### src/rtl/sprd_pkg.sv
// Shared types and constants for the run-length sprite row decoder.
package sprd_pkg;

    localparam logic [1:0] MODE_CTRL = 2'd0;
    localparam logic [1:0] MODE_LIT  = 2'd1;
    localparam logic [1:0] MODE_DROP = 2'd2;
    localparam logic [1:0] MODE_DONE = 2'd3;

    localparam logic [1:0] KIND_LITERAL = 2'd0;
    localparam logic [1:0] KIND_FILL    = 2'd1;
    localparam logic [1:0] KIND_ROW_END = 2'd2;

    localparam logic       REG_WIDTH  = 1'b0;
    localparam logic       REG_HEIGHT = 1'b1;

    localparam logic [7:0] FILL_VALUE = 8'd255;

    typedef struct packed {
        logic       kind;
        logic [7:0] data_byte;
    } item_t;

    typedef struct packed {
        logic [1:0]  result_kind;
        logic [15:0] pixel_address;
        logic [7:0]  pixel_value;
        logic [7:0]  run_length;
        logic        out_of_bounds;
        logic        sprite_done;
    } result_t;

    typedef struct packed {
        logic [1:0]  decode_mode;
        logic [6:0]  literals_left;
        logic [8:0]  column;
        logic [7:0]  row;
        logic [15:0] row_base_address;
    } state_t;

    typedef struct packed {
        logic [7:0] sprite_width;
        logic [7:0] sprite_height;
    } config_t;

endpackage

### src/rtl/sprd_decode.sv
// Next-state and result logic for one coded byte of the sprite decoder.
module sprd_decode (
    input  sprd_pkg::item_t   item,
    input  sprd_pkg::state_t  state,
    input  sprd_pkg::config_t cfg,
    output sprd_pkg::state_t  state_next,
    output logic              result_fire,
    output sprd_pkg::result_t result
);
    import sprd_pkg::*;

    state_t      cur;
    logic [8:0]  stride;
    logic [16:0] limit;
    logic [7:0]  write_len;
    logic [7:0]  write_value;
    logic [1:0]  write_kind;
    logic [16:0] start_full;
    logic [17:0] end_full;
    logic [8:0]  column_after;
    logic        reaches_width;
    logic        last_row;
    logic [8:0]  row_plus_one;

    always_comb
    begin
        if (item.kind)
        begin
            cur = '0;
        end
        else
        begin
            cur = state;
        end
    end

    assign stride        = ({1'b0, cfg.sprite_width} + 9'd7) & 9'h1F8;
    assign limit         = 17'(stride * cfg.sprite_height);
    assign start_full    = {1'b0, cur.row_base_address} + {8'd0, cur.column};
    assign end_full      = {1'b0, start_full} + {10'd0, write_len};
    assign column_after  = cur.column + {1'b0, write_len};
    assign reaches_width = column_after >= {1'b0, cfg.sprite_width};
    assign row_plus_one  = {1'b0, cur.row} + 9'd1;
    assign last_row      = row_plus_one >= {1'b0, cfg.sprite_height};

    always_comb
    begin
        if (cur.decode_mode == MODE_LIT)
        begin
            write_len   = 8'd1;
            write_value = item.data_byte;
            write_kind  = KIND_LITERAL;
        end
        else
        begin
            write_len   = 8'd0 - item.data_byte;
            write_value = FILL_VALUE;
            write_kind  = KIND_FILL;
        end
    end

    always_comb
    begin
        state_next  = cur;
        result_fire = 1'b0;
        result      = '0;
        unique case (cur.decode_mode)
            MODE_CTRL, MODE_DROP:
            begin
                if (cur.decode_mode == MODE_DROP || item.data_byte == 8'd0)
                begin
                    result_fire          = 1'b1;
                    result.result_kind   = KIND_ROW_END;
                    result.pixel_address = cur.row_base_address;
                    result.sprite_done   = last_row;
                    state_next.column        = '0;
                    state_next.literals_left = '0;
                    if (last_row)
                    begin
                        state_next.decode_mode = MODE_DONE;
                    end
                    else
                    begin
                        state_next.decode_mode      = MODE_CTRL;
                        state_next.row              = row_plus_one[7:0];
                        state_next.row_base_address = cur.row_base_address
                                                      + {7'd0, stride};
                    end
                end
                else if (!item.data_byte[7])
                begin
                    state_next.literals_left = item.data_byte[6:0];
                    state_next.decode_mode   = MODE_LIT;
                end
                else
                begin
                    result_fire          = 1'b1;
                    result.result_kind   = write_kind;
                    result.pixel_address = start_full[15:0];
                    result.pixel_value   = write_value;
                    result.run_length    = write_len;
                    result.out_of_bounds = end_full > {1'b0, limit};
                    state_next.column      = column_after;
                    state_next.decode_mode = reaches_width ? MODE_DROP : MODE_CTRL;
                end
            end
            MODE_LIT:
            begin
                result_fire          = 1'b1;
                result.result_kind   = write_kind;
                result.pixel_address = start_full[15:0];
                result.pixel_value   = write_value;
                result.run_length    = write_len;
                result.out_of_bounds = end_full > {1'b0, limit};
                state_next.column        = column_after;
                state_next.literals_left = cur.literals_left - 7'd1;
                if (cur.literals_left == 7'd1)
                begin
                    state_next.decode_mode = reaches_width ? MODE_DROP : MODE_CTRL;
                end
            end
            MODE_DONE:
            begin
                result_fire = 1'b0;
            end
            default:
            begin
                result_fire = 1'b0;
            end
        endcase
    end

endmodule

### src/rtl/sprite_rle_row_decoder.sv
// Top level of the run-length sprite row decoder: handshakes, registers and configuration.
// The decoder takes one coded byte per transaction and gives at most one pixel write,
// fill run or row end for it. A byte sits in the input register while the
// decode logic works on it, and its result is registered in the output register once
// that register is empty or being taken; one byte is accepted every cycle as long
// as the output register is empty or being taken in the same cycle.
module sprite_rle_row_decoder (
    input  logic              clk,
    input  logic              rst_n,
    input  logic              item_valid,
    output logic              item_ready,
    input  sprd_pkg::item_t   item,
    output logic              result_valid,
    input  logic              result_ready,
    output sprd_pkg::result_t result,
    input  logic              cfg_write,
    input  logic              cfg_index,
    input  logic [7:0]        cfg_data
);
    import sprd_pkg::*;

    logic     item_valid_reg;
    item_t    item_reg;
    state_t   state_reg;
    state_t   state_next;
    config_t  cfg_reg;
    logic     result_valid_reg;
    result_t  result_reg;
    logic     advance;
    logic     fire;
    result_t  decoded;

    assign advance      = !result_valid_reg || result_ready;
    assign item_ready   = !item_valid_reg || advance;
    assign result_valid = result_valid_reg;
    assign result       = result_reg;

    sprd_decode u_decode (
        .item        (item_reg),
        .state       (state_reg),
        .cfg         (cfg_reg),
        .state_next  (state_next),
        .result_fire (fire),
        .result      (decoded)
    );

    always_ff @(posedge clk or negedge rst_n)
    begin
        if (!rst_n)
        begin
            cfg_reg.sprite_width  <= 8'd1;
            cfg_reg.sprite_height <= 8'd1;
        end
        else if (cfg_write)
        begin
            unique case (cfg_index)
                REG_WIDTH:  cfg_reg.sprite_width  <= cfg_data;
                REG_HEIGHT: cfg_reg.sprite_height <= cfg_data;
                default:    cfg_reg <= cfg_reg;
            endcase
        end
    end

    always_ff @(posedge clk or negedge rst_n)
    begin
        if (!rst_n)
        begin
            item_valid_reg   <= 1'b0;
            result_valid_reg <= 1'b0;
            state_reg        <= '0;
        end
        else
        begin
            if (item_ready)
            begin
                item_valid_reg <= item_valid;
            end
            if (advance)
            begin
                result_valid_reg <= item_valid_reg && fire;
                if (item_valid_reg)
                begin
                    state_reg <= state_next;
                end
            end
        end
    end

    always_ff @(posedge clk)
    begin
        if (item_ready && item_valid)
        begin
            item_reg <= item;
        end
        if (advance && item_valid_reg && fire)
        begin
            result_reg <= decoded;
        end
    end

endmodule

### config.mk
export PLATFORM = sky130hd
export DESIGN_NAME = sprite_rle_row_decoder
export DESIGN_NICKNAME = d
export VERILOG_FILES = /design/src/rtl/sprd_pkg.sv /design/src/rtl/sprd_decode.sv /design/src/rtl/sprite_rle_row_decoder.sv
export SDC_FILE = /design/constraint.sdc
export NUM_CORES = 1
export LEC_CHECK = 0
export BUFFER_PORTS_ARGS = -buffer_cell sky130_fd_sc_hd__buf_2
export CORE_UTILIZATION = 47
export DETAILED_ROUTE_END_ITERATION = 10
export GPL_ROUTABILITY_DRIVEN = 0
export SLEW_MARGIN = 10
export SYNTH_ARGS = -nofsm -noshare
export SYNTH_HDL_FRONTEND = slang
export SYNTH_SLANG_ARGS = --single-unit
### constraint.sdc
create_clock -name clk -period 6.3 [get_ports clk]
set_clock_uncertainty 0.1 [all_clocks]
set_input_delay 0.315 -clock clk [delete_from_list [all_inputs] [get_ports clk]]
set_output_delay 0.315 -clock clk [all_outputs]
set_load 0.005 [all_outputs]
# After elaboration in Yosys (flattened, before gate mapping)
# Cells that the tools add are included.
# word_totals
reg_bits,105
in_bits,23
out_inout_bits,38
word_cells,72
# op_classes
n_addsub,8
multipliers,1
magnitude_cmp,3
n_eq_ne,4
mux,22
n_bitwise,1
reduce_logical,16
# op_table
op,count
two-way mux 24 bit,3
one-hot mux 35 bit (2 select lines),1
two-way mux 42 bit,1
two-way mux 18 bit,2
one-hot mux 18 bit (2 select lines),1
two-way mux 34 bit,1
adder 17 x 8 -> 18 bit,1
>= comparator 9 x 8 -> 1 bit,2
> comparator 18 x 17 -> 1 bit,1
adder 16 x 9 -> 17 bit,1
two-way mux 17 bit,1
adder 16 x 9 -> 16 bit,1
two-way mux 8 bit,2
multiplier 6 x 8 -> 14 bit,1
adder 8 x 1 -> 9 bit (second input constant),1
adder 8 x 3 -> 9 bit (second input constant),1
adder 9 x 8 -> 9 bit,1
two-way mux 9 bit,1
zero test 8 bit,1
two-way mux 2 bit,4
AND reduction 2 bit,4
subtractor 1 x 8 -> 8 bit (first input constant),1
== test 7 x 1 -> 1 bit (second input constant),1
two-way mux 7 bit,1
11 further kinds,20

# Longest topological paths before layout
# Gate-level depths: netlist (run 1).
# depth
ltp_word,9
depth_mapped,26
depth_no_buf,26

# Cells and area by module
# From an unflattened synthesis (run 1), not the netlist that was laid out.
# unflattened
hier_cells,992
hier_area_um2,9422.8
# by_module_without_submodules
mod,instances,cells_each,area_each_um2
sprd_decode,1,813,5645.4
sprite_rle_row_decoder,1,179,3777.4

# Worst setup path before layout (run 1)
# Ideal clock, no wire load.
# synth_timing
path_kind,register to register
startpoint,register cfg_reg[8] (netlist name)
endpoint,"register result_reg (netlist bit result[1]), data pin"
setup_time_ns,0.268
t_arrival_ns,5.442
required_time_ns,5.932
setup_slack_ns,0.490
path_stages_with_launch,25
n_path_buf,0
synth_period_minus_slack_ns,5.810
path_cell_list,dfstp_2 > nor3_1 > nor2_1 > nand4_1 > xnor2_1 > inv_1 > nand2_1 > fa_1 > fa_1 > fa_1 > inv_1 > ha_1 > a21o_1 > a21oi_1 > o21bai_1 > a21oi_1 > o21ai_0 > a21o_1 > a21oi_1 > xor2_1 > ha_1 > nand4_1 > nor4_1 > a221o_1 > a21oi_1
# synth_lines
item,line,rtl
"start, declared",sprite_rle_row_decoder.sv:26,config_t cfg_reg;
"start signal, assigned",sprite_rle_row_decoder.sv:59,default: cfg_reg <= cfg_reg;
"end signal, assigned",sprite_rle_row_decoder.sv:97,result_reg <= decoded;
"end, declared",sprite_rle_row_decoder.sv:28,result_t result_reg;

==> results of run 1 <==
critical path, cell delays in order, from the launching register on:
cell,delay [ns]
dfstp_2,0.55
nor3_1,0.09
nor2_2,0.17
nand4_1,0.19
buf_4,0.20
nor2_1,0.12
nand2_1,0.09
fa_1,0.52
fa_1,0.53
fa_1,0.54
inv_1,0.04
ha_1,0.32
a21o_1,0.18
a21oi_2,0.17
o21bai_1,0.08
a21oi_1,0.21
o21ai_0,0.17
a21o_1,0.20
a21oi_1,0.16
xor2_1,0.09
ha_1,0.28
nand4_1,0.10
nor4_1,0.24
a221o_1,0.18
a21oi_1,0.04
cell usage after synthesis, types with 6 or more instances:
| library cell | count | area (sq um) |
|---|---|---|
| nand2_1 | 87 | 326.6 |
| edfxtp_1 | 45 | 1351 |
| o21ai_0 | 49 | 245.2 |
| nand3_1 | 14 | 70.07 |
| nand4_1 | 8 | 50.05 |
| a21o_1 | 15 | 112.6 |
| xor2_1 | 26 | 227.7 |
| nor3_1 | 18 | 90.09 |
| fa_1 | 29 | 580.6 |
| nor2_1 | 91 | 341.6 |
| o21ai_1 | 12 | 60.06 |
| xnor2_1 | 43 | 376.6 |
| nor2b_1 | 33 | 206.5 |
| nand2b_1 | 14 | 87.58 |
| inv_1 | 87 | 326.6 |
| a221o_1 | 6 | 60.06 |
| a22o_1 | 25 | 219.0 |
| ha_1 | 87 | 1089 |
| a21oi_1 | 49 | 245.2 |
| mux2_2 | 11 | 123.9 |
| and2_1 | 19 | 118.9 |
| dfrtp_1 | 58 | 1451 |
| clkbuf_1 | 16 | 60.06 |
| nor4_1 | 10 | 62.56 |
layer usage:
metal,wire length [um],global-route usage
met5,0,0
met2,9197,0.3663
met1,10420,0.3445
met4,347,0.06049
met3,752,0.04027
stage by stage:
step,total power [mW],hold WS [ns]
2_1_floorplan,2.280,-0.08059
3_3_place_gp,2.754,0.3671
3_5_place_dp,2.768,0.3727
4_1_cts,3.328,0.01330
5_1_grt,3.619,0.007164
6_report,3.315,0.02201
worst min path at each step:
stage,start,end,slack (ns),cells after the start
floorplan,rst_n,cfg_reg[10],-0.08,0
global placement,state_reg[2],state_reg[2],0.37,1
detailed placement,state_reg[2],state_reg[2],0.37,1
CTS,item[0],item_reg[0],0.01,1
global route,item[0],item_reg[0],0.007,1
finish,item[0],item_reg[0],0.02,1
kinds of logic after synthesis:
family | synth area share
AO/OA/AOI/OAI | 0.1465
XOR/XNOR | 0.07157
adder cells (fa/ha/maj) | 0.1977
buffers and inverters | 0.05319
flip-flops | 0.3381
multiplexers | 0.01956
AND/OR/NAND/NOR | 0.1734
area by class of cell:
cell class | count | area, sq um | share of cell area
Clock buffer | 9 | 225.2 | 0.02414
Clock inverter | 7 | 55.05 | 0.005901
Inverter | 88 | 330.3 | 0.03541
Multi-Input combinational cell | 702 | 5169 | 0.5541
Sequential cell | 105 | 2855 | 0.3061
Tap cell | 225 | 281.5 | 0.03018
Timing Repair Buffer | 75 | 412.9 | 0.04426
what timing repair did:
item / CTS / global route
setup buffers: 0 / 1
gates resized for setup: 0 / 4
endpoints found under the setup margin: 0 / 1
power groups by stage:
stage	registers, mW	logic, mW	clock network, mW
floorplan	0.969	1.31	0
finish	0.992	1.78	0.546
CTS	0.991	1.78	0.558
global route	1.01	2.03	0.581
detailed placement	1.00	1.77	0
global placement	1.00	1.75	0
==> flow_summary.ini, run 1 <==
[timing]
post-route-min-period_ns = 5.845
setup_viol = 0
setup_tns_ns = 0
tightest_slew_ns = 1.189
maxSlewHeadroom = 0.1987
report.final.slew_viol_count = 0
rsz0062_at_grt = false
hold_viol = 0
fin_crit_sh = 0.9278
fmax_mhz = 171.1
setup_slack_ns = 0.4550

[layout]
final_util = 0.5356
nets = 1120
mostFrequentLayoutCells = nor2_1, inv_1, nand2_1, ha_1, buf_2
area_growth_pct = 10.48
layout_commonest_cell = nor2_1
finish.instance_area_sq_mm = 0.009329
fillers = 1659
layout.cells.non_filler = 1211
drive_gt1_frac = 0.1156
diodes = 0
largest_reg_flops = 42

[floorplan]
dieArea_sq_mm = 0.01851
initial_core_util = 0.4848
fp.dieH_um = 136.0
coreArea_sq_mm = 0.01742
die_w_um = 136.0
rows = 48
io_pins = 61

[placed_design]
dp_slack_ns = 0.2221
dpl.cell_count = 1194
io_buffers = 60
hpwl_um = 16400
dpl-instance-area_sq_mm = 0.009020

[setup_path]
crit_required_ns = 6.30
r2r-start = cfg_reg[8]
cp-endpoint = result[1]
crit_fanout = 6
critical_path_arrival_ns = 5.84
crit_start = cfg_reg[8]
reg2reg_depth = 24
endpoint_kind = flip-flop
r2r_end = result[1]
start_kind = flip-flop
crit_type = reg -> reg
ff2ff_setup_slack_ns = 0.46

[yosys]
syn_area_per_cell_sq_um = 9.199
ys_seq_area_frac = 0.3381
synth_warnings = 0
mappedNetlistNets = 1057
synth-seq-cells = 105
ys_types = 58
synth-async-reset-ratio = 0.5714
synth_edf_count = 45
syn_inst = 918
ys.flop_type = dfrtp_1
syn_area_sq_mm = 0.008444

[power_and_ir_drop]
power_density_mw_per_mm2 = 355.3
p_leak_nw = 4.387
power_frac_clock = 0.165
power_switching_mw = 1.415
ir_worst_vdd_uv = 152.2
intPower_mw = 1.900
switching_share = 0.4269
p_comb_frac = 0.536
pwr-share-seq = 0.299

[clock_network]
htree_levels = 3
clockBufferDepth = 2
cts_sinks = 105
holdBufCountCts = 0
insertion_delay_ns = 0.36
cts_tree = done
clock-root-buffer = clkbuf_16
path_clk_slew_ns = 0.07
numCtsBuffers = 9

[global_route]
grt_pass1_vias = 6386
grt.total_usage = 0.2380
gr-total-overflow = 0
grt_max_degree = 61
antenna_found_initial = 0
grt_pass1_wl_um = 33490

[run_status]
status = completed

[detailed_routing]
via_per_inst = 5.454
via_count = 6605
ant_nets = 0
wl_per_cell_um = 17.10
drt_first_pass_iters = 5
postRouteWirelength_um = 20710
drc = 0
drt_iter0_markers = 381

[hold_path]
min_path_type = in -> reg

[flow_run]
cap_violations = 0
(Power assumes the default switching activity.)
==> run 2: changes to the inputs <==
CORE_UTILIZATION = 48   (was 47)
CTS_BUF_LIST = sky130_fd_sc_hd__clkbuf_16   (was unset)
PLACE_DENSITY = 0.66   (was unset)
==> flow_summary.ini, run 2 (synthesized netlist as in run 1, its figures left out) <==
[run_status]
status = completed

[clock_network]
cts_tree = done
clock-root-buffer = clkbuf_16
clockBufferDepth = 2
cts_setup_buffers = 0
insertion_delay_ns = 0.35
cts_sinks = 105
numCtsBuffers = 9
holdBufCountCts = 0
htree_levels = 3
path_clk_slew_ns = 0.07

[floorplan]
coreArea_sq_mm = 0.01724
io_pins = 61
rows = 48
fp.dieH_um = 134.6
die_w_um = 134.6
initial_core_util = 0.4899
dieArea_sq_mm = 0.01813

[layout]
drive_gt1_frac = 0.1117
layout_commonest_cell = inv_1
nets = 1119
finish.instance_area_sq_mm = 0.009328
diodes = 0
largest_reg_flops = 42
fillers = 1580
layout.cells.non_filler = 1210
mostFrequentLayoutCells = inv_1, nor2_1, nand2_1, ha_1, buf_2
regArea_sq_mm = 0.002855
area_growth_pct = 10.46
final_util = 0.5412
multiInputGateArea_sq_mm = 0.005167

[setup_path]
max_stage_delay_ns = 0.55
cp_num_buf_inv = 2
crit_fanout = 5
ff2ff_setup_slack_ns = 0.47
path_cells = nor3_1, nor2_2, nand4_1, xnor2_1, inv_1, nand2_1, fa_1, fa_1, fa_1, inv_1, ha_1, a21o_1, a21oi_2, o21bai_1, a21oi_1, o21ai_0, a21o_1, a21oi_1, xor2_1, ha_1, nand4_1, nor4_2, a221o_1, a21oi_1
crit_required_ns = 6.29
endpoint_kind = flip-flop
critPathSlowestCell = dfstp_2
cp_top_family = adder cells
critical_path_arrival_ns = 5.83
crit_type = reg -> reg
start_kind = flip-flop

[timing]
maxSlewHeadroom = 0.3155
fmax_mhz = 171.5
setup_tns_ns = 0
fin_crit_sh = 0.9256
tightest_slew_ns = 1.024
setup_viol = 0
setup_slack_ns = 0.4690
report.final.slew_viol_count = 0
holdWs_ns = 0.01819
hold_viol = 0
rsz0062_at_grt = false
post-route-min-period_ns = 5.831

[flow_run]
cap_violations = 0

[detailed_routing]
postRouteWirelength_um = 20010
via_count = 6645
wl_per_cell_um = 16.54
drt_first_pass_iters = 4
drc = 0
ant_nets = 0
drt_iter0_markers = 344
via_per_inst = 5.492

[global_route]
grt_pass1_wl_um = 33360
antenna_found_initial = 0
grt_max_degree = 61
grt_pass1_vias = 6588
grt.total_usage = 0.2367
gr-total-overflow = 0

[power_and_ir_drop]
power_switching_mw = 1.393
p_leak_nw = 4.384
power_density_mw_per_mm2 = 357.1
switching_share = 0.4183
ir_worst_vdd_uv = 211.0
power_frac_clock = 0.167
p_comb_frac = 0.535
total_power_mw = 3.331
intPower_mw = 1.938
pwr-share-seq = 0.298

[hold_path]
min_path_type = in -> async

[placed_design]
dpl.cell_count = 1194
io_buffers = 60
hpwl_um = 16000
dpl-instance-area_sq_mm = 0.009020
dp_slack_ns = 0.3822
run 2: timing repair:
action	CTS	global route
setup endpoints to repair	0	1
gates resized for setup	0	4
hold endpoints to repair	0	0
run 2: final timing paths:
check	to	cells after the start	from
min in group clk	item_reg[3]	1	item[3]
setup / recovery	result[1]	24	cfg_reg[8]
setup reg to reg	result[1]	24	cfg_reg[8]
hold reg to reg	state_reg[2]	1	state_reg[2]
hold / removal	state_reg[39]	2	rst_n
max in group asynchronous	state_reg[11]	2	rst_n
run 2: area by class of cell:
class	count	share of cell area
flip-flops and latches	105	0.3061
clock inverters	7	0.006707
inverters	88	0.03541
clock buffers	9	0.02414
repair buffers	74	0.04346
well taps	225	0.03018
multi-input cells	702	0.5540
run 2: routing by layer:
metal,vias up,share of wire,global-route usage
met5,-,0,0
met4,0,0.020,0.06866
met3,29,0.042,0.03604
met2,175,0.45,0.3757
met1,3145,0.48,0.3341
li1,3296,-,-
run 2: power groups by stage:
stage	logic (mW)	registers, mW	clock network (mW)
final	1.78	0.993	0.556
after global routing	2.05	1.01	0.595
after CTS	1.77	0.990	0.568
after detailed placement	1.76	1.00	0
after global placement	1.74	1.00	0
after floorplan	1.31	0.969	0
